File: config.mk
export PLATFORM = sky130hd
export DESIGN_NAME = template_packet_deframer_core
export DESIGN_NICKNAME = d
export VERILOG_FILES = /design/src/hdl/tpd_pkg.sv /design/src/hdl/tpd_step.sv /design/src/hdl/template_packet_deframer_core.sv
export SDC_FILE = /design/constraint.sdc
export NUM_CORES = 1
export LEC_CHECK = 0
export BUFFER_PORTS_ARGS = -buffer_cell sky130_fd_sc_hd__buf_2
export CORE_ASPECT_RATIO = 1.2
export CORE_UTILIZATION = 41
export CTS_CLUSTER_DIAMETER = 30
export DETAILED_ROUTE_END_ITERATION = 16
export PLACE_DENSITY = 0.6
export SETUP_SLACK_MARGIN = 0.1
export SLEW_MARGIN = 25
export SYNTH_ARGS = -nofsm -noshare
export SYNTH_HDL_FRONTEND = slang
export SYNTH_SLANG_ARGS = --single-unit
export TNS_END_PERCENT = 20
File: constraint.sdc
create_clock -name clk -period 35.4 [get_ports clk]
set_clock_uncertainty 0.2 [all_clocks]
set_input_delay 0 -clock clk [delete_from_list [all_inputs] [get_ports clk]]
set_output_delay 0 -clock clk [all_outputs]
set_load 0.03 [all_outputs]
File: src/hdl/tpd_pkg.sv
// ----------------------------------------------------------------------------
// tpd_pkg
// Shared types, template tables and match helpers for the template packet
// deframer.
// ----------------------------------------------------------------------------
package tpd_pkg;

	// capture store depth and index width
	localparam int MAX_PACKET_BYTES = 24;
	localparam int CAP_AW           = $clog2(MAX_PACKET_BYTES);
	localparam int POS_W            = 5;

	// template lengths
	localparam logic [POS_W-1:0] IDENT_LEN   = 5'd12;
	localparam logic [POS_W-1:0] KEYS_LEN    = 5'd2;
	localparam logic [POS_W-1:0] ROUTING_LEN = 5'd24;

	// template element codes: exact bytes are 8'hxx, wildcards sit above them
	localparam logic [8:0] M_ANY   = 9'h100;
	localparam logic [8:0] M_DIGIT = 9'h101;
	localparam logic [8:0] M_KEY   = 9'h102;

	localparam logic [7:0] CELL_DEFAULT = 8'h28;

	typedef enum logic [1:0] {
		TT_IDENTITY = 2'd0,
		TT_KEYS     = 2'd1,
		TT_ROUTING  = 2'd2
	} template_t;

	localparam logic [8:0] TMPL_IDENT_OLD [12] = '{
		9'h000, 9'h005, 9'h028, 9'h008, 9'h076, M_DIGIT, 9'h02E, M_DIGIT,
		9'h001, 9'h001, 9'h001, 9'h001
	};

	localparam logic [8:0] TMPL_IDENT_NEW [12] = '{
		9'h073, 9'h065, 9'h069, 9'h06B, 9'h061, M_DIGIT,
		9'h020, 9'h076, M_DIGIT, 9'h02E, M_DIGIT, M_DIGIT
	};

	localparam logic [8:0] TMPL_ROUTING [24] = '{
		9'h000, 9'h008, 9'h009, 9'h000, 9'h000, 9'h000, 9'h000,
		M_ANY, M_ANY, M_ANY, M_ANY, M_ANY,
		9'h000, 9'h008, 9'h009, 9'h000, 9'h000, 9'h000, 9'h000,
		9'h000, 9'h000, 9'h000, 9'h000, 9'h000
	};

	typedef struct packed {
		logic       kind;
		logic [7:0] rx_byte;
	} in_item_t;

	typedef struct packed {
		logic [1:0]  packet_type;
		logic [12:0] key_bits;
		logic [39:0] routing_bits;
		logic [11:0] firmware_version;
		logic [3:0]  model_number;
		logic [7:0]  cell_count;
	} out_item_t;

	typedef logic [MAX_PACKET_BYTES-1:0][7:0] cap_t;

	// state update and capture control from the step logic
	typedef struct packed {
		logic             emit;
		logic             wr_en;
		logic [POS_W-1:0] wr_pos;
		logic [POS_W-1:0] pos_next;
		template_t        tmpl_next;
	} step_ctl_t;

	function automatic logic [POS_W-1:0] tmpl_len(template_t t);
		logic [POS_W-1:0] len;
		case (t)
			TT_KEYS:    len = KEYS_LEN;
			TT_ROUTING: len = ROUTING_LEN;
			default:    len = IDENT_LEN;
		endcase
		return len;
	endfunction

	// element expected at a position; past the end anything goes
	function automatic logic [8:0] tmpl_elem(logic variant, template_t t,
		logic [POS_W-1:0] pos);
		logic [8:0] e;
		e = M_ANY;
		case (t)
			TT_KEYS: begin
				if (pos < KEYS_LEN) e = M_KEY;
			end
			TT_ROUTING: begin
				if (pos < ROUTING_LEN) e = TMPL_ROUTING[pos];
			end
			TT_IDENTITY: begin
				if (pos < IDENT_LEN)
					e = variant ? TMPL_IDENT_NEW[pos[3:0]] : TMPL_IDENT_OLD[pos[3:0]];
			end
			default: e = M_ANY;
		endcase
		return e;
	endfunction

	function automatic logic tmpl_match(logic variant, template_t t,
		logic [POS_W-1:0] pos, logic [7:0] b);
		logic [8:0] e;
		logic       ok;
		e = tmpl_elem(variant, t, pos);
		case (e)
			M_ANY:   ok = 1'b1;
			M_DIGIT: ok = b inside {[8'h30:8'h39]};
			M_KEY:   ok = (b[7:5] == 3'b111);
			default: ok = (b == e[7:0]);
		endcase
		return ok;
	endfunction

	// decimal digit value of an ASCII byte, zero if not a digit
	function automatic logic [3:0] digit_of(logic [7:0] c);
		return (c inside {[8'h30:8'h39]}) ? c[3:0] : 4'h0;
	endfunction

endpackage

File: src/hdl/tpd_step.sv
// ----------------------------------------------------------------------------
// tpd_step
// Per-byte template match, state update and result assembly for one item.
// ----------------------------------------------------------------------------
module tpd_step (
	input  tpd_pkg::in_item_t               item,
	input  logic                            variant,
	input  logic [tpd_pkg::POS_W-1:0]       pos,
	input  tpd_pkg::template_t              tmpl,
	input  tpd_pkg::cap_t                   cap,
	output tpd_pkg::step_ctl_t              ctl,
	output tpd_pkg::out_item_t              result
);

	logic [tpd_pkg::POS_W-1:0] p;
	logic [tpd_pkg::POS_W-1:0] pn;
	tpd_pkg::template_t        tt;
	logic                      ok;
	logic                      take;
	logic [7:0]                b;
	tpd_pkg::cap_t             cap_n;
	logic [8:0]                id_start;

	assign b        = item.rx_byte;
	assign id_start = tpd_pkg::tmpl_elem(variant, tpd_pkg::TT_IDENTITY, '0);

	// match the byte, fall back to the alternate template, restart on failure
	always_comb begin
		p    = pos;
		tt   = tmpl;
		ok   = 1'b1;
		take = 1'b0;
		pn   = '0;
		ctl  = '{emit: 1'b0, wr_en: 1'b0, wr_pos: '0, pos_next: '0,
			tmpl_next: tmpl};
		if (!item.kind) begin
			if (p != '0) begin
				ok = tpd_pkg::tmpl_match(variant, tt, p, b);
				if (!ok && p == 5'd1 && tt == tpd_pkg::TT_IDENTITY) begin
					tt = variant ? tpd_pkg::TT_KEYS : tpd_pkg::TT_ROUTING;
					ok = tpd_pkg::tmpl_match(variant, tt, p, b);
				end
				if (!ok) p = '0;
			end
			take = 1'b1;
			if (p == '0) begin
				if ({1'b0, b} == id_start) tt = tpd_pkg::TT_IDENTITY;
				else if (b == 8'h00) tt = tpd_pkg::TT_ROUTING;
				else if (b[7:5] == 3'b011) tt = tpd_pkg::TT_KEYS;
				else take = 1'b0;
			end
			if (take) begin
				ctl.wr_en  = ({1'b0, p} < 6'(tpd_pkg::MAX_PACKET_BYTES));
				ctl.wr_pos = p;
				pn         = p + 5'd1;
				if (pn >= tpd_pkg::tmpl_len(tt)) begin
					ctl.emit = 1'b1;
					pn       = '0;
				end
			end
			ctl.pos_next  = take ? pn : '0;
			ctl.tmpl_next = tt;
		end
	end

	// captured bytes with the current byte in place
	always_comb begin
		cap_n = cap;
		if (ctl.wr_en) cap_n[ctl.wr_pos[tpd_pkg::CAP_AW-1:0]] = b;
	end

	// assemble the result for a completed packet
	always_comb begin
		result                  = '0;
		result.packet_type      = tt;
		result.cell_count       = tpd_pkg::CELL_DEFAULT;
		case (tt)
			tpd_pkg::TT_KEYS: begin
				result.key_bits = {cap_n[1][4:0], 3'b000, cap_n[0][4:0]};
			end
			tpd_pkg::TT_ROUTING: begin
				result.routing_bits = {cap_n[11], cap_n[10], cap_n[9], cap_n[8], cap_n[7]};
			end
			tpd_pkg::TT_IDENTITY: begin
				if (variant) begin
					result.firmware_version = {tpd_pkg::digit_of(cap_n[8]),
						tpd_pkg::digit_of(cap_n[10]), tpd_pkg::digit_of(cap_n[11])};
					result.model_number = tpd_pkg::digit_of(cap_n[5]);
				end else begin
					result.firmware_version = {tpd_pkg::digit_of(cap_n[5]),
						tpd_pkg::digit_of(cap_n[7]), 4'h0};
					result.cell_count = cap_n[2];
				end
			end
			default: result.packet_type = tt;
		endcase
	end

endmodule

File: src/hdl/template_packet_deframer_core.sv
// ----------------------------------------------------------------------------
// template_packet_deframer_core
// Byte-stream deframer matching identity, routing and key packet templates.
// ----------------------------------------------------------------------------
// Usage:
//   Input channel (in_valid/in_ready/in_data) carries one item per transfer:
//   a received byte, or a timeout that drops any partial packet.
//   Output channel (out_valid/out_ready/out_data) carries one result per
//   completed packet: type, key bits, routing bits and identity fields.
//   cfg_we/cfg_wdata write protocol_variant; write it only while idle.
// Timing:
//   An item lands in the input register at its transfer edge; as it leaves,
//   the template compare runs, the parser state updates and the result
//   register loads. One item per cycle is sustained unless a completing item
//   waits behind a held result; the rate is set by the single compare/update
//   pass between the input and result registers, which the byte-position
//   state feeds back into.
// Stall:
//   While a result waits, items that complete no packet still pass; an item
//   that would complete one holds in the input register and in_ready drops.
// Reset:
//   arst_n clears the byte position, the variant and both valid flags.
//   The capture store needs no clearing pass.
// ----------------------------------------------------------------------------
module template_packet_deframer_core (
	input  logic               clk,
	input  logic               arst_n,
	input  logic               in_valid,
	output logic               in_ready,
	input  tpd_pkg::in_item_t  in_data,
	output logic               out_valid,
	input  logic               out_ready,
	output tpd_pkg::out_item_t out_data,
	input  logic               cfg_we,
	input  logic               cfg_wdata
);

	tpd_pkg::in_item_t         item_s1;
	logic                      valid_s1;
	logic                      variant_q;
	logic [tpd_pkg::POS_W-1:0] pos_q;
	tpd_pkg::template_t        tmpl_q;
	tpd_pkg::cap_t             cap_q;
	tpd_pkg::out_item_t        out_q;
	logic                      out_valid_q;

	tpd_pkg::step_ctl_t        ctl;
	tpd_pkg::out_item_t        result;
	logic                      out_free;
	logic                      s1_adv;

	tpd_step u_step (
		.item    (item_s1),
		.variant (variant_q),
		.pos     (pos_q),
		.tmpl    (tmpl_q),
		.cap     (cap_q),
		.ctl     (ctl),
		.result  (result)
	);

	// advance the input stage unless its result has nowhere to go
	assign out_free  = !out_valid_q || out_ready;
	assign s1_adv    = valid_s1 && (out_free || !ctl.emit);
	assign in_ready  = !valid_s1 || s1_adv;
	assign out_valid = out_valid_q;
	assign out_data  = out_q;

	// configuration register
	always_ff @(posedge clk or negedge arst_n) begin
		if (!arst_n) begin
			variant_q <= 1'b0;
		end else if (cfg_we) begin
			variant_q <= cfg_wdata;
		end
	end

	// input register
	always_ff @(posedge clk or negedge arst_n) begin
		if (!arst_n) begin
			valid_s1 <= 1'b0;
		end else if (in_ready) begin
			valid_s1 <= in_valid;
		end
	end

	always_ff @(posedge clk) begin
		if (in_ready && in_valid) item_s1 <= in_data;
	end

	// parser state
	always_ff @(posedge clk or negedge arst_n) begin
		if (!arst_n) begin
			pos_q  <= '0;
			tmpl_q <= tpd_pkg::TT_IDENTITY;
		end else if (s1_adv) begin
			pos_q  <= ctl.pos_next;
			tmpl_q <= ctl.tmpl_next;
		end
	end

	// capture store
	always_ff @(posedge clk) begin
		if (s1_adv && ctl.wr_en)
			cap_q[ctl.wr_pos[tpd_pkg::CAP_AW-1:0]] <= item_s1.rx_byte;
	end

	// result register
	always_ff @(posedge clk or negedge arst_n) begin
		if (!arst_n) begin
			out_valid_q <= 1'b0;
		end else if (s1_adv && ctl.emit) begin
			out_valid_q <= 1'b1;
		end else if (out_ready) begin
			out_valid_q <= 1'b0;
		end
	end

	always_ff @(posedge clk) begin
		if (s1_adv && ctl.emit) out_q <= result;
	end

	// position never leaves the capture range
	assert property (@(posedge clk) disable iff (!arst_n)
		{1'b0, pos_q} < 6'(tpd_pkg::MAX_PACKET_BYTES))
		else $error("byte position out of range");

	// a partial identity or key packet stays inside its template
	assert property (@(posedge clk) disable iff (!arst_n)
		(pos_q != '0 && tmpl_q == tpd_pkg::TT_KEYS) |-> pos_q == 5'd1)
		else $error("key packet position past first byte");

	assert property (@(posedge clk) disable iff (!arst_n)
		(tmpl_q == tpd_pkg::TT_IDENTITY) |-> pos_q < tpd_pkg::IDENT_LEN)
		else $error("identity packet position past template end");

	// a timeout clears the partial packet
	assert property (@(posedge clk) disable iff (!arst_n)
		(s1_adv && item_s1.kind) |=> pos_q == '0)
		else $error("timeout did not drop partial packet");

	// a completed packet restarts parsing and offers a result
	assert property (@(posedge clk) disable iff (!arst_n)
		(s1_adv && ctl.emit) |=> (pos_q == '0 && out_valid_q))
		else $error("completed packet not delivered");

endmodule

== Word-level counts from Yosys, hierarchy flattened ==
Memory sizes are Yosys's and may differ from the RTL's.
Index checks and enable logic that the tools add are counted.

* Muxes and demuxes: 62
* Reduce and logical (&&, ||, !) cells: 31
* Bitwise operators: 4
* Equality and inequality tests: 20
* Divide/modulo/power cells: 0
* $lt $le $gt $ge: 21
* $add $sub $neg: 1
* $mul: 0
* Shift-type cells: 0

{| class="wikitable"
|+ Operators by type and width
! kind !! count
|-
| bitwise mux 192 bit || 1
|-
| 2-to-1 mux 9 bit || 14
|-
| 2-to-1 mux 96 bit || 1
|-
| == test 9 bit (second input constant) || 6
|-
| one-hot mux 9 bit (3 select lines) || 2
|-
| greater-or-equal comparator 8 x 6 -> 1 bit (second input constant) || 6
|-
| <= comparator 8 x 6 -> 1 bit (second input constant) || 6
|-
| demux 8 bit (select 5 bit) || 1
|-
| 2-to-1 mux 5 bit || 7
|-
| 2-to-1 mux 2 bit || 10
|-
| 2-to-1 mux 4 bit || 5
|-
| == test 8 bit || 2
|-
| 2-to-1 mux 14 bit || 1
|-
| 2-to-1 mux 7 bit || 2
|-
| logical AND 1 bit || 13
|-
| 2-to-1 mux 1 bit || 13
|-
| 2-to-1 mux 12 bit || 1
|-
| less-than comparator 5 bit (second input constant) || 2
|-
| one-hot mux 5 bit (2 select lines) || 1
|-
| == test 8 x 9 -> 1 bit || 1
|-
| == test 2 x 1 -> 1 bit (second input constant) || 4
|-
| == test 2 bit (second input constant) || 4
|-
| zero test 8 bit || 1
|-
| 2-to-1 mux 8 bit || 1
|-
| 24 further kinds || 34
|}

* Register bits after elaboration: 290
* RAM bits: 0
* Input bits: 15
* Memories kept: 3
* Logic and storage cells: 181
* Bits in read-only memories: 576
* Latch bits: 0
* Output and inout port bits: 81

{| class="wikitable"
|+ Memory list
! name !! words !! bits a word !! rd ports !! clocked after memory_dff !! write ports !! line !! RTL
|-
| (no name shown) || 32 || 9 || 1 || 0 || 0 || tpd_pkg.sv:93 || <nowiki>if (pos < ROUTING_LEN) e = TMPL_ROUTING[pos];</nowiki>
|-
| (no name shown) || 16 || 9 || 1 || 0 || 0 || tpd_pkg.sv:97 || <nowiki>e = variant ? TMPL_IDENT_NEW[pos[3:0]] : TMPL_IDENT_OLD[pos[3:0]];</nowiki>
|-
| (no name shown) || 16 || 9 || 1 || 0 || 0 || tpd_pkg.sv:97 ||
|}

== Longest topological paths before layout ==
Gate-level depths: netlist of the first run.

* Depth after elaboration: 48
* Gate-level depth with buffers: 30
* Mapped depth without buffers: 27

== Modules after synthesis ==
Synthesis of the first run repeated with hierarchy kept, for this count alone.

* Cell total of the unflattened synthesis: 885
* Area total of the unflattened synthesis: 12280.5 µm²

{| class="wikitable"
|+ By module, submodules not included
! module !! times used !! area an instance (µm²) !! seq. area each (µm²) !! cells an instance
|-
| template_packet_deframer_core || 1 || 9178.8 || 8658.3 || 371
|-
| tpd_step || 1 || 3101.7 || 0.0 || 514
|}

== Worst setup path after synthesis of the first run ==
No wires, ideal clock.

* Path kind: reg2reg
* Start point: register pos_q[1] in the netlist's numbering
* End point: register out_q (netlist bit out_data[0]), enable pin
* Clock period less this slack: 11.214 ns
* Cell stages (with the launch flop): 28
* Buffers on the path: 3
* Arrival time: 10.411 ns
* Path slack: 24.186 ns
* Setup time: 0.604 ns
* Required time: 34.596 ns
* Cell sequence: dfrtp_1 clkbuf_1 inv_1 ha_1 and3_1 clkbuf_1 a211o_1 o31a_1 or2_1 mux2_2 a221o_1 clkbuf_1 a21oi_1 inv_1 ha_1 nor2b_1 o211ai_1 a32oi_1 ha_1 inv_1 ha_1 nor2b_1 o21a_1 o21ai_0 nand2b_1 o21bai_1 o31ai_1 nor3_1

* Cells in the longest elaborated chain, start to end: 37
* Elaborated cells between the ends (all ways): 72
* Those cells by class: add/sub: 1; order compare: 4; eq/ne: 11; mux: 42; bitwise: 2; reduce/logical: 9; memory: 3

{| class="wikitable"
|+ RTL lines
! element !! line !! RTL
|-
| from (decl) || template_packet_deframer_core.sv:41 || <nowiki>logic [tpd_pkg::POS_W-1:0] pos_q;</nowiki>
|-
| from (signal assigned) || template_packet_deframer_core.sv:97 || <nowiki>pos_q <= ctl.pos_next;</nowiki>
|-
| inverter 4 -> 5 bit (not written as such) || tpd_pkg.sv:97 ||
|-
| memory read (16 x 9 bit) || -- ||
|-
| 2-to-1 mux 9 bit (not written as such) (2 in series) || tpd_pkg.sv:97 ||
|-
| 2-to-1 mux 9 bit || tpd_pkg.sv:97 ||
|-
| 2-to-1 mux 9 bit || tpd_pkg.sv:96 || <nowiki>if (pos < IDENT_LEN)</nowiki>
|-
| one-hot mux 9 bit (3 select lines) || tpd_pkg.sv:88 || <nowiki>case (t)</nowiki>
|-
| 2-to-1 mux 9 bit || tpd_step.sv:37 || <nowiki>if (p != '0) begin</nowiki>
|-
| 2-to-1 mux 9 bit || tpd_step.sv:36 || <nowiki>if (!item.kind) begin</nowiki>
|-
| [... 20 more ...] || -- ||
|-
| greater-or-equal comparator 5 bit || tpd_step.sv:56 || <nowiki>if (pn >= tpd_pkg::tmpl_len(tt)) begin</nowiki>
|-
| 2-to-1 mux 1 bit || tpd_step.sv:56 ||
|-
| 2-to-1 mux 7 bit * || tpd_step.sv:52 || <nowiki>if (take) begin</nowiki>
|-
| 2-to-1 mux 14 bit * || tpd_step.sv:36 ||
|-
| zero test 1 bit || template_packet_deframer_core.sv:64 || <nowiki>assign s1_adv = valid_s1 && (out_free || !ctl.emit);</nowiki>
|-
| logical OR 1 bit || template_packet_deframer_core.sv:64 ||
|-
| logical AND 1 bit || template_packet_deframer_core.sv:64 ||
|-
| logical AND 1 bit * || template_packet_deframer_core.sv:120 || <nowiki>if (s1_adv && ctl.emit) out_q <= result;</nowiki>
|-
| to (signal assigned) || template_packet_deframer_core.sv:120 ||
|-
| to (decl) || template_packet_deframer_core.sv:44 || <nowiki>tpd_pkg::out_item_t out_q;</nowiki>
|}

Every way passes the cells marked *; elsewhere a longest branch is shown, timed or not. The select of a mux whose other input is x is not followed.
A chain may end at the register's enable or synchronous reset.

== Worst setup path after layout of the first run ==
* Start point: register pos_q[0] in the netlist's numbering
* End point: register cap_q[80] in the netlist's numbering, enable pin

* Cells in the longest elaborated chain, start to end: 37
* Elaborated cells between the ends (all ways): 73
* Those cells by class: add/sub: 1; order compare: 5; eq/ne: 11; mux: 42; bitwise: 2; reduce/logical: 9; memory: 3

{| class="wikitable"
|+ RTL lines
! element !! line !! RTL
|-
| inverter 4 -> 5 bit (not written as such) || tpd_pkg.sv:97 ||
|-
| memory read (16 x 9 bit) || -- ||
|-
| 2-to-1 mux 9 bit (not written as such) (2 in series) || tpd_pkg.sv:97 ||
|-
| 2-to-1 mux 9 bit || tpd_pkg.sv:97 ||
|-
| 2-to-1 mux 9 bit || tpd_pkg.sv:96 ||
|-
| one-hot mux 9 bit (3 select lines) || tpd_pkg.sv:88 ||
|-
| 2-to-1 mux 9 bit || tpd_step.sv:37 ||
|-
| 2-to-1 mux 9 bit || tpd_step.sv:36 ||
|-
| [... 20 more ...] || -- ||
|-
| greater-or-equal comparator 5 bit || tpd_step.sv:56 ||
|-
| 2-to-1 mux 1 bit || tpd_step.sv:56 ||
|-
| 2-to-1 mux 7 bit * || tpd_step.sv:52 ||
|-
| 2-to-1 mux 14 bit * || tpd_step.sv:36 ||
|-
| zero test 1 bit || template_packet_deframer_core.sv:64 ||
|-
| logical OR 1 bit || template_packet_deframer_core.sv:64 ||
|-
| logical AND 1 bit || template_packet_deframer_core.sv:64 ||
|-
| logical AND 1 bit * || template_packet_deframer_core.sv:104 || <nowiki>if (s1_adv && ctl.wr_en)</nowiki>
|-
| to (signal, indexed assignment) || template_packet_deframer_core.sv:105 || <nowiki>cap_q[ctl.wr_pos[tpd_pkg::CAP_AW-1:0]] <= item_s1.rx_byte;</nowiki>
|-
| to (decl) || template_packet_deframer_core.sv:43 || <nowiki>tpd_pkg::cap_t cap_q;</nowiki>
|}

Marks and branches as above.

==> summary.txt, run 1 <==
Status
  – Outcome: completed

STA
  – Setup repair after global routing missed its margin: no
  – Slack of the critical path: about 28 ns
  – Max Clock Freq: 128 MHz
  – Max-slew headroom: 0.333
  – Worst-case hold slack: 0.0746 ns
  – Final critical delay including setup and external delays: 7.78 ns
  – Setup total negative slack: 0 ns
  – Total of endpoints with negative setup slack in the final report: 0
  – Number of max-slew violations in the final report: 0
  – Measured slew at the worst slew-check pin: approximately 1.0 ns
  – Final clock period utilization by the worst path: 0.220
  – Number of hold violations in the final report: 0

Worst setup path
  – Element type at the critical path end: flop
  – Crit path required time: 35.24 ns
  – CP max FO: 66
  – Startpoint Class: flop
  – Worst Path Class, Setup: flop to flop
  – Data arrival time of the critical path: about 7.6 ns
  – Biggest cell delay along the critical path: about 0.65 ns
  – Buffers & Inverters on Critical Path: 5
  – Critical path's top delay family: compound AO/OA/AOI/OAI gates
  – Slowest library cell on the worst path: buf_4

Synthesis
  – Largest cells by area after synthesis: edfxtp_1 (54%), mux2_2 (9.4%), nor2b_1 (3.4%)
  – Cell type with the highest aggregate area in the netlist: edfxtp_1
  – Number of enable flip-flop cells after synthesis: between 150 and 200
  – Count of mapped cells out of synthesis: 696
  – Dominant synthesized flop cell: edfxtp_1
  – Most used standard cell by instance count after synthesis: edfxtp_1
  – Top cells by count, synth: edfxtp_1 (151), mux2_2 (70), nand2_1 (56)
  – Synth Warn #: 0
  – Cell Area, Synth: roughly 8400 um2
  – Portion of the post-synthesis area used by sequential elements: 0.571
  – Average instance area after synthesis: 12.0 um2
  – Share of the synthesized area in the top cell type: 0.541
  – Proportion of register bits with asynchronous set or reset after synthesis: 0.0621
  – Unique masters post-synth: between 70 and 80
  – Post-synthesis sequential element count: about 160

Final layout
  – P&R area growth vs syn: 17.2%
  – Number of filler instances in the final layout: approximately 1.8k
  – Fraction of layout instances using a drive strength above 1: 0.276
  – Total area of multi-input combinational cells: 3330 um2
  – ANT cells: 0
  – Post-route non-filler standard cell count: approximately 1.1k
  – Sequential cell area: 4780 um2
  – # nets final: a little over 800

Die
  – Initial core utilization: 0.424
  – Total die area: about 21,000 um2
  – Floorplan die height: 159 um
  – I/O pin count: 96
  – Chip Width: approximately 130 um
  – Total number of placement rows: between 50 and 60
  – Placeable core region: around 20,000 um2

Route
  – Via count: around 6k
  – First DRT Iteration DRCs: between 400 and 500
  – Count of TritonRoute iterations in the first routing pass: 5
  – Number of nets with antenna violations after routing: 0
  – Total Routed Length: between 20 and 25 mm
  – Post-detailed-route wirelength per cell: slightly below 20 um
  – Vias per cell: roughly 5.6
  – Number of remaining DRC errors: 0

Min path
  – Class of the tightest hold or removal check: primary input to flop

Clock network
  – Setup fix buffers added after clock tree synthesis: 0
  – Clock Sink Count: between 150 and 200
  – Number of clock buffers inserted by TritonCTS: 17
  – CTS Root Cell: clkbuf_16
  – Clock tree from TritonCTS: yes
  – Buffers from clock root to sink, at most: 2
  – H-tree Lvls: 4
  – Clock edge transition at the registers on the reported setup and hold paths: around 0.070 ns
  – Clock latency on the worst-skew pair: 0.43 ns

GRT
  – Initial antenna violation count: 0
  – First-pass GRT wire length: roughly 32 mm
  – Maximum number of pins on one net before global-route repair: 77
  – Vias in the first global route: a little under 6k
  – Remaining global-route overflow: 0
  – Gr usage total: 0.203

Placed design
  – Post-placement worst setup slack: between 20 and 30 ns
  – Buffers added on ports: 92
  – Placed wire-length estimate after detailed placement: around 14 mm
  – Placed cell count: ~1.0k
  – Final weighted congestion in routability-driven placement: 0.923

Pwr
  – Worst IR Drop VDD: between 0.03 and 0.04 mV
  – Internal Dissipation: about 360 uW
  – Switching share of total power: 0.306
  – PwrDens: approximately 52 nW/um2
  – Relative contribution of the clock network to total power: 0.364
  – Share of total power in sequential cells: 0.437
  – Power dissipated by switching net loads: between 150 and 200 uW
  – Power share of the combinational group: 0.199
  – Static Leak: roughly 0.0033 uW

Job
  – Number of max-capacitance violations reported: 0
[layer usage]
| metal | global-route usage | vias to the layer above | wire [um] |
|---|---|---|---|
| li1 | - | 2813 | - |
| met1 | 0.267 | 2944 | 8990 |
| met2 | 0.342 | 197 | 10200 |
| met3 | 0.0363 | 34 | 1060 |
| met4 | 0.0657 | 0 | 336 |
| met5 | 0 | - | 0 |
[cell usage in the layout, fill, tap and decap left out, types with 7 or more instances in the layout]
cell type and instances:
nor2b_1 45, dfrtp_1 10, o21ai_0 30, nor2_1 30, buf_4 11, a21oi_1 27, buf_2 92, inv_1 21
clkbuf_16 17, dlygate4sd3_1 16, o22ai_1 10, nand2b_1 8, nor3_1 13, nand3_1 33, xor2_1 7, edfxtp_1 151
ha_1 12, mux2_2 70, nand2_1 56
[stage by stage]
step	total power (uW)	util	instance area [um2]
global placement	325	0.458	9050
CTS	513	0.497	9810
global route	533	0.497	9820
finish	512	0.497	9820
floorplan	298	-	8380
detailed placement	326	0.458	9050
[power groups by stage]
| stage | clock, uW | combinational, uW | sequential [uW] |
|---|---|---|---|
| floorplan | 0 | 71.0 | 227 |
| global placement | 0 | 97.6 | 228 |
| detailed placement | 0 | 98.4 | 228 |
| CTS | 189 | 100 | 224 |
| global route | 197 | 111 | 225 |
| finish | 186 | 102 | 224 |
[cell families after synthesis]
group	Yosys count	synth area share
muxes	77	0.103
and+or+nand+nor	240	0.155
buffers and inverters	67	0.0341
other	1	0.000448
xor gates and xnor gates	9	0.00941
adders and majority gates	12	0.0179
AOI/OAI and AO/OA	129	0.109
DFF	161	0.571
[area by class of cell]
| class | instances | share of cell area |
|---|---|---|
| Timing Repair Buffer | 119 | 0.0716 |
| Inverter | 21 | 0.00803 |
| Tap cell | 261 | 0.0333 |
| Clock inverter | 15 | 0.0176 |
| Sequential cell | 161 | 0.487 |
| Clock buffer | 17 | 0.0433 |
| Multi-Input combinational cell | 470 | 0.339 |
[final timing paths]
kind | startpoint | end | slack [ns] | cells after the start
min reg2reg | cap_q[72] | cap_q[72] | 0.37 | 1
max | pos_q[0] | cap_q[80] | 27.62 | 26
min | in_data[0] | item_s1[0] | 0.07 | 2
min in group asynchronous | arst_n | variant_q | 0.39 | 3
max reg2reg | pos_q[0] | cap_q[80] | 27.62 | 26
max in group asynchronous | arst_n | valid_s1 | 34.26 | 3
[repair_timing]
item                      in CTS  in global routing
hold buffers                  16                  0
hold endpoints to repair      29                  0
resized for setup              0                  0
[registers in the layout, summed over array words and instances (netlist names)]
name and flops:
valid_s1 1, out_valid 1, out_data 76, cap_q 66, variant_q 1, item_s1 9, tmpl_q 2, pos_q 5
(Power assumes the default switching activity.)
==> run 2, diff against run 1 <==
--- a/config.mk
+++ b/config.mk
@@ -10,7 +10,7 @@
 export CORE_UTILIZATION = 41
 export CTS_CLUSTER_DIAMETER = 30
 export DETAILED_ROUTE_END_ITERATION = 16
-export PLACE_DENSITY = 0.6
+export PLACE_DENSITY = 0.63
 export SETUP_SLACK_MARGIN = 0.1
 export SLEW_MARGIN = 25
 export SYNTH_ARGS = -nofsm -noshare
==> constraint.sdc (replaced) <==
create_clock -name clk -period 7 [get_ports clk]
set_clock_uncertainty 0.2 [all_clocks]
set_input_delay 0 -clock clk [delete_from_list [all_inputs] [get_ports clk]]
set_output_delay 0 -clock clk [all_outputs]
set_load 0.03 [all_outputs]
==> run 2 against run 1 <==
Final cell count up 3.0%. Setup slack worse by 27 ns. Utilization rose by 1.9 points. Flip-flop and latch count stayed put. Wire length increased by 4.8%. Die area did not move. Largest cell class unchanged. Largest power group unchanged.
==> summary.txt, run 2 (same netlist as run 1, synthesis figures left out) <==
Final layout
  – Max reg flops: 76 (unchanged)
  – # nets final: 849 (+3.9%)
  – P&R area growth vs syn: 21.8%
  – Fraction of layout instances using a drive strength above 1: 0.317 (+0.0409)
  – ANT cells: 0 (unchanged)
  – Commonest non-fill, non-tap cell in the layout: edfxtp_1
  – Commonest cells after routing, fill and taps aside: edfxtp_1 (151), buf_2 (92), mux2_2 (69), nand2_1 (56), nor2b_1 (45)

STA
  – Worst-case hold slack: 0.0681 ns (-0.00652 ns)
  – Total of endpoints with negative setup slack in the final report: 0 (unchanged)
  – Max-slew headroom: 0.467 (+0.134)
  – Number of max-slew violations in the final report: 0 (unchanged)
  – Setup total negative slack: 0 ns (unchanged)
  – Measured slew at the worst slew-check pin: 0.788 ns (-0.213 ns)
  – Final critical delay including setup and external delays: 6.58 ns (-1.21 ns)
  – Number of hold violations in the final report: 0 (unchanged)
  – Setup repair after global routing missed its margin: no
  – Final clock period utilization by the worst path: 0.939 (+0.720)
  – Max Clock Freq: 152 MHz (+18%)

Route
  – First DRT Iteration DRCs: 464 (-0.64%)
  – Via count: 6,152 (+2.7%)
  – Post-detailed-route wirelength per cell: 19.7 um (+1.8%)
  – Count of TritonRoute iterations in the first routing pass: 5 (unchanged)
  – Total Routed Length: 21.6 mm (+4.8%)
  – Number of remaining DRC errors: 0 (unchanged)
  – Number of nets with antenna violations after routing: 0 (unchanged)
  – Vias per cell: 5.61 (-0.26%)

GRT
  – Remaining global-route overflow: 0 (unchanged)
  – Vias in the first global route: 6,099 (+4.3%)
  – Initial antenna violation count: 0 (unchanged)
  – First-pass GRT wire length: 33.9 mm (+4.7%)
  – GR peak layer: met2
  – GRT met1 Usage: 0.270 (+0.00283)
  – Maximum number of pins on one net before global-route repair: 77 (unchanged)
  – Gr usage total: 0.213 (+0.00962)
  – Met3 track demand over resource: 0.0455 (+0.00923)
  – Met2 Usage GRT: 0.361 (+0.0195)

Die
  – Floorplan die height: 159 um (unchanged)
  – Initial core utilization: 0.424 (unchanged)
  – Chip Width: 132 um (unchanged)
  – Placeable core region: 19,800 um2 (unchanged)
  – Total die area: 21,000 um2 (unchanged)
  – I/O pin count: 96 (unchanged)
  – Total number of placement rows: 56 (unchanged)

Clock network
  – Clock tree from TritonCTS: yes
  – CTS Root Cell: clkbuf_16
  – Clock edge transition at the registers on the reported setup and hold paths: 0.06 ns (about the same)
  – Clock latency on the worst-skew pair: 0.44 ns (about the same)
  – H-tree Lvls: 4 (unchanged)
  – Number of clock buffers inserted by TritonCTS: 17 (unchanged)
  – Clock Sink Count: 161 (unchanged)
  – Buffers from clock root to sink, at most: 2 (unchanged)

Worst setup path
  – Logic depth of the worst register-to-register path: 25 (-3.8%)
  – CP max FO: 20 (-70%)
  – Data arrival time of the critical path: 6.52 ns (-1.11 ns)
  – Worst Path Class, Setup: flop to flop
  – Crit path required time: 6.94 ns (-28.30 ns)
  – Element type at the critical path end: flop
  – Startpoint Class: flop

Status
  – Outcome: completed

Pwr
  – Worst IR Drop VDD: 0.161 mV (+390%)
  – Static Leak: 0.00354 uW (+6.0%)
  – PwrDens: 264 nW/um2 (+410%)

Placed design
  – Buffers added on ports: 92 (unchanged)
  – Final weighted congestion in routability-driven placement: 0.939 (+1.6%)
  – Placed wire-length estimate after detailed placement: 15.2 mm (+10%)

Job
  – Number of max-capacitance violations reported: 0 (unchanged)

Min path
  – Class of the tightest hold or removal check: primary input to flop
  – Cell count of the worst hold path: 2 (unchanged)
-- run 2: cell count changes in the layout (fill, tap and decap cells not counted), moves of 2 or more --
cell        before  now
buf_12           0    5
a2111oi_1        0    2
buf_4           11   38
nor4_1           6    4
a21oi_1         27   25
nor4_2           1    3
inv_6            3    5
clkinvlp_4       3    1
ha_1            12   10
a21oi_2          0    2
-- run 2: final cells by class --
type / instances / area [um2]
repair buffers: 151 / 1010
inverters: 21 / 78.8
flip-flops and latches: 161 / 4790
clock buffers: 17 / 425
fillers: 1752 / 9560
well taps: 261 / 327
clock inverters: 15 / 171
multi-input cells: 470 / 3410
-- run 2: routing by layer --
| metal | routed length [um] | up-vias |
|---|---|---|
| li1 | - | 2886 |
| met1 | 9520 | 3011 |
| met2 | 10600 | 216 |
| met3 | 985 | 39 |
| met4 | 472 | 0 |
| met5 | 0 | - |
-- run 2: path summary, 6_finish.rpt --
path	startpoint	to	slack (ns)
min in group asynchronous	arst_n	out_valid	0.39
worst min-delay path	in_data[5]	item_s1[5]	0.07
max in group asynchronous	arst_n	pos_q[1]	5.83
worst max register to register	pos_q[0]	cap_q[81]	0.42
worst max-delay path	pos_q[0]	cap_q[81]	0.42
worst min register to register	cap_q[73]	cap_q[73]	0.37
-- run 2: metrics by stage --
| step | setup slack, ns | power [uW] | utilization | std cells | cell area [um2] |
|---|---|---|---|---|---|
| after floorplan | -0.334 | 1540 | - | 698 | 8460 |
| after global placement | 0.659 | 1720 | 0.473 | 1040 | 9340 |
| after detailed placement | 0.488 | 1720 | 0.473 | 1040 | 9340 |
| after CTS | 0.470 | 2670 | 0.511 | 1088 | 10100 |
| after global routing | 0.0747 | 2800 | 0.516 | 1096 | 10200 |
| final | 0.424 | 2700 | 0.516 | 1096 | 10200 |
-- run 2: worst max-delay path: stages (launching register included) --
cell,delay [ns]
dfrtp_1,0.44
buf_4,0.19
ha_4,0.19
and3_1,0.25
a211o_1,0.31
o31a_1,0.32
or2_1,0.29
mux2_4,0.36
a221o_1,0.43
a21oi_2,0.19
inv_1,0.06
ha_1,0.23
nor2b_1,0.19
o211ai_1,0.18
a32oi_2,0.20
ha_1,0.32
inv_1,0.04
ha_1,0.29
nor2b_1,0.13
o21a_1,0.15
o21ai_0,0.15
nand2b_1,0.13
o31ai_4,0.37
o2111a_2,0.30
buf_12,0.18
buf_12,0.18
-- run 2: timing repair --
action,in CTS,in global routing
gates resized for setup,0,9
buffers inserted,0,8
hold endpoints to repair,34,0
endpoints found under the setup margin,0,63
hold buffers,16,0
-- run 2: power breakdown --
part	switching [uW]	internal [uW]	total, uW
combinational	394	235	630
sequential	27.6	1100	1120
clock	406	537	943
total	828	1870	2700
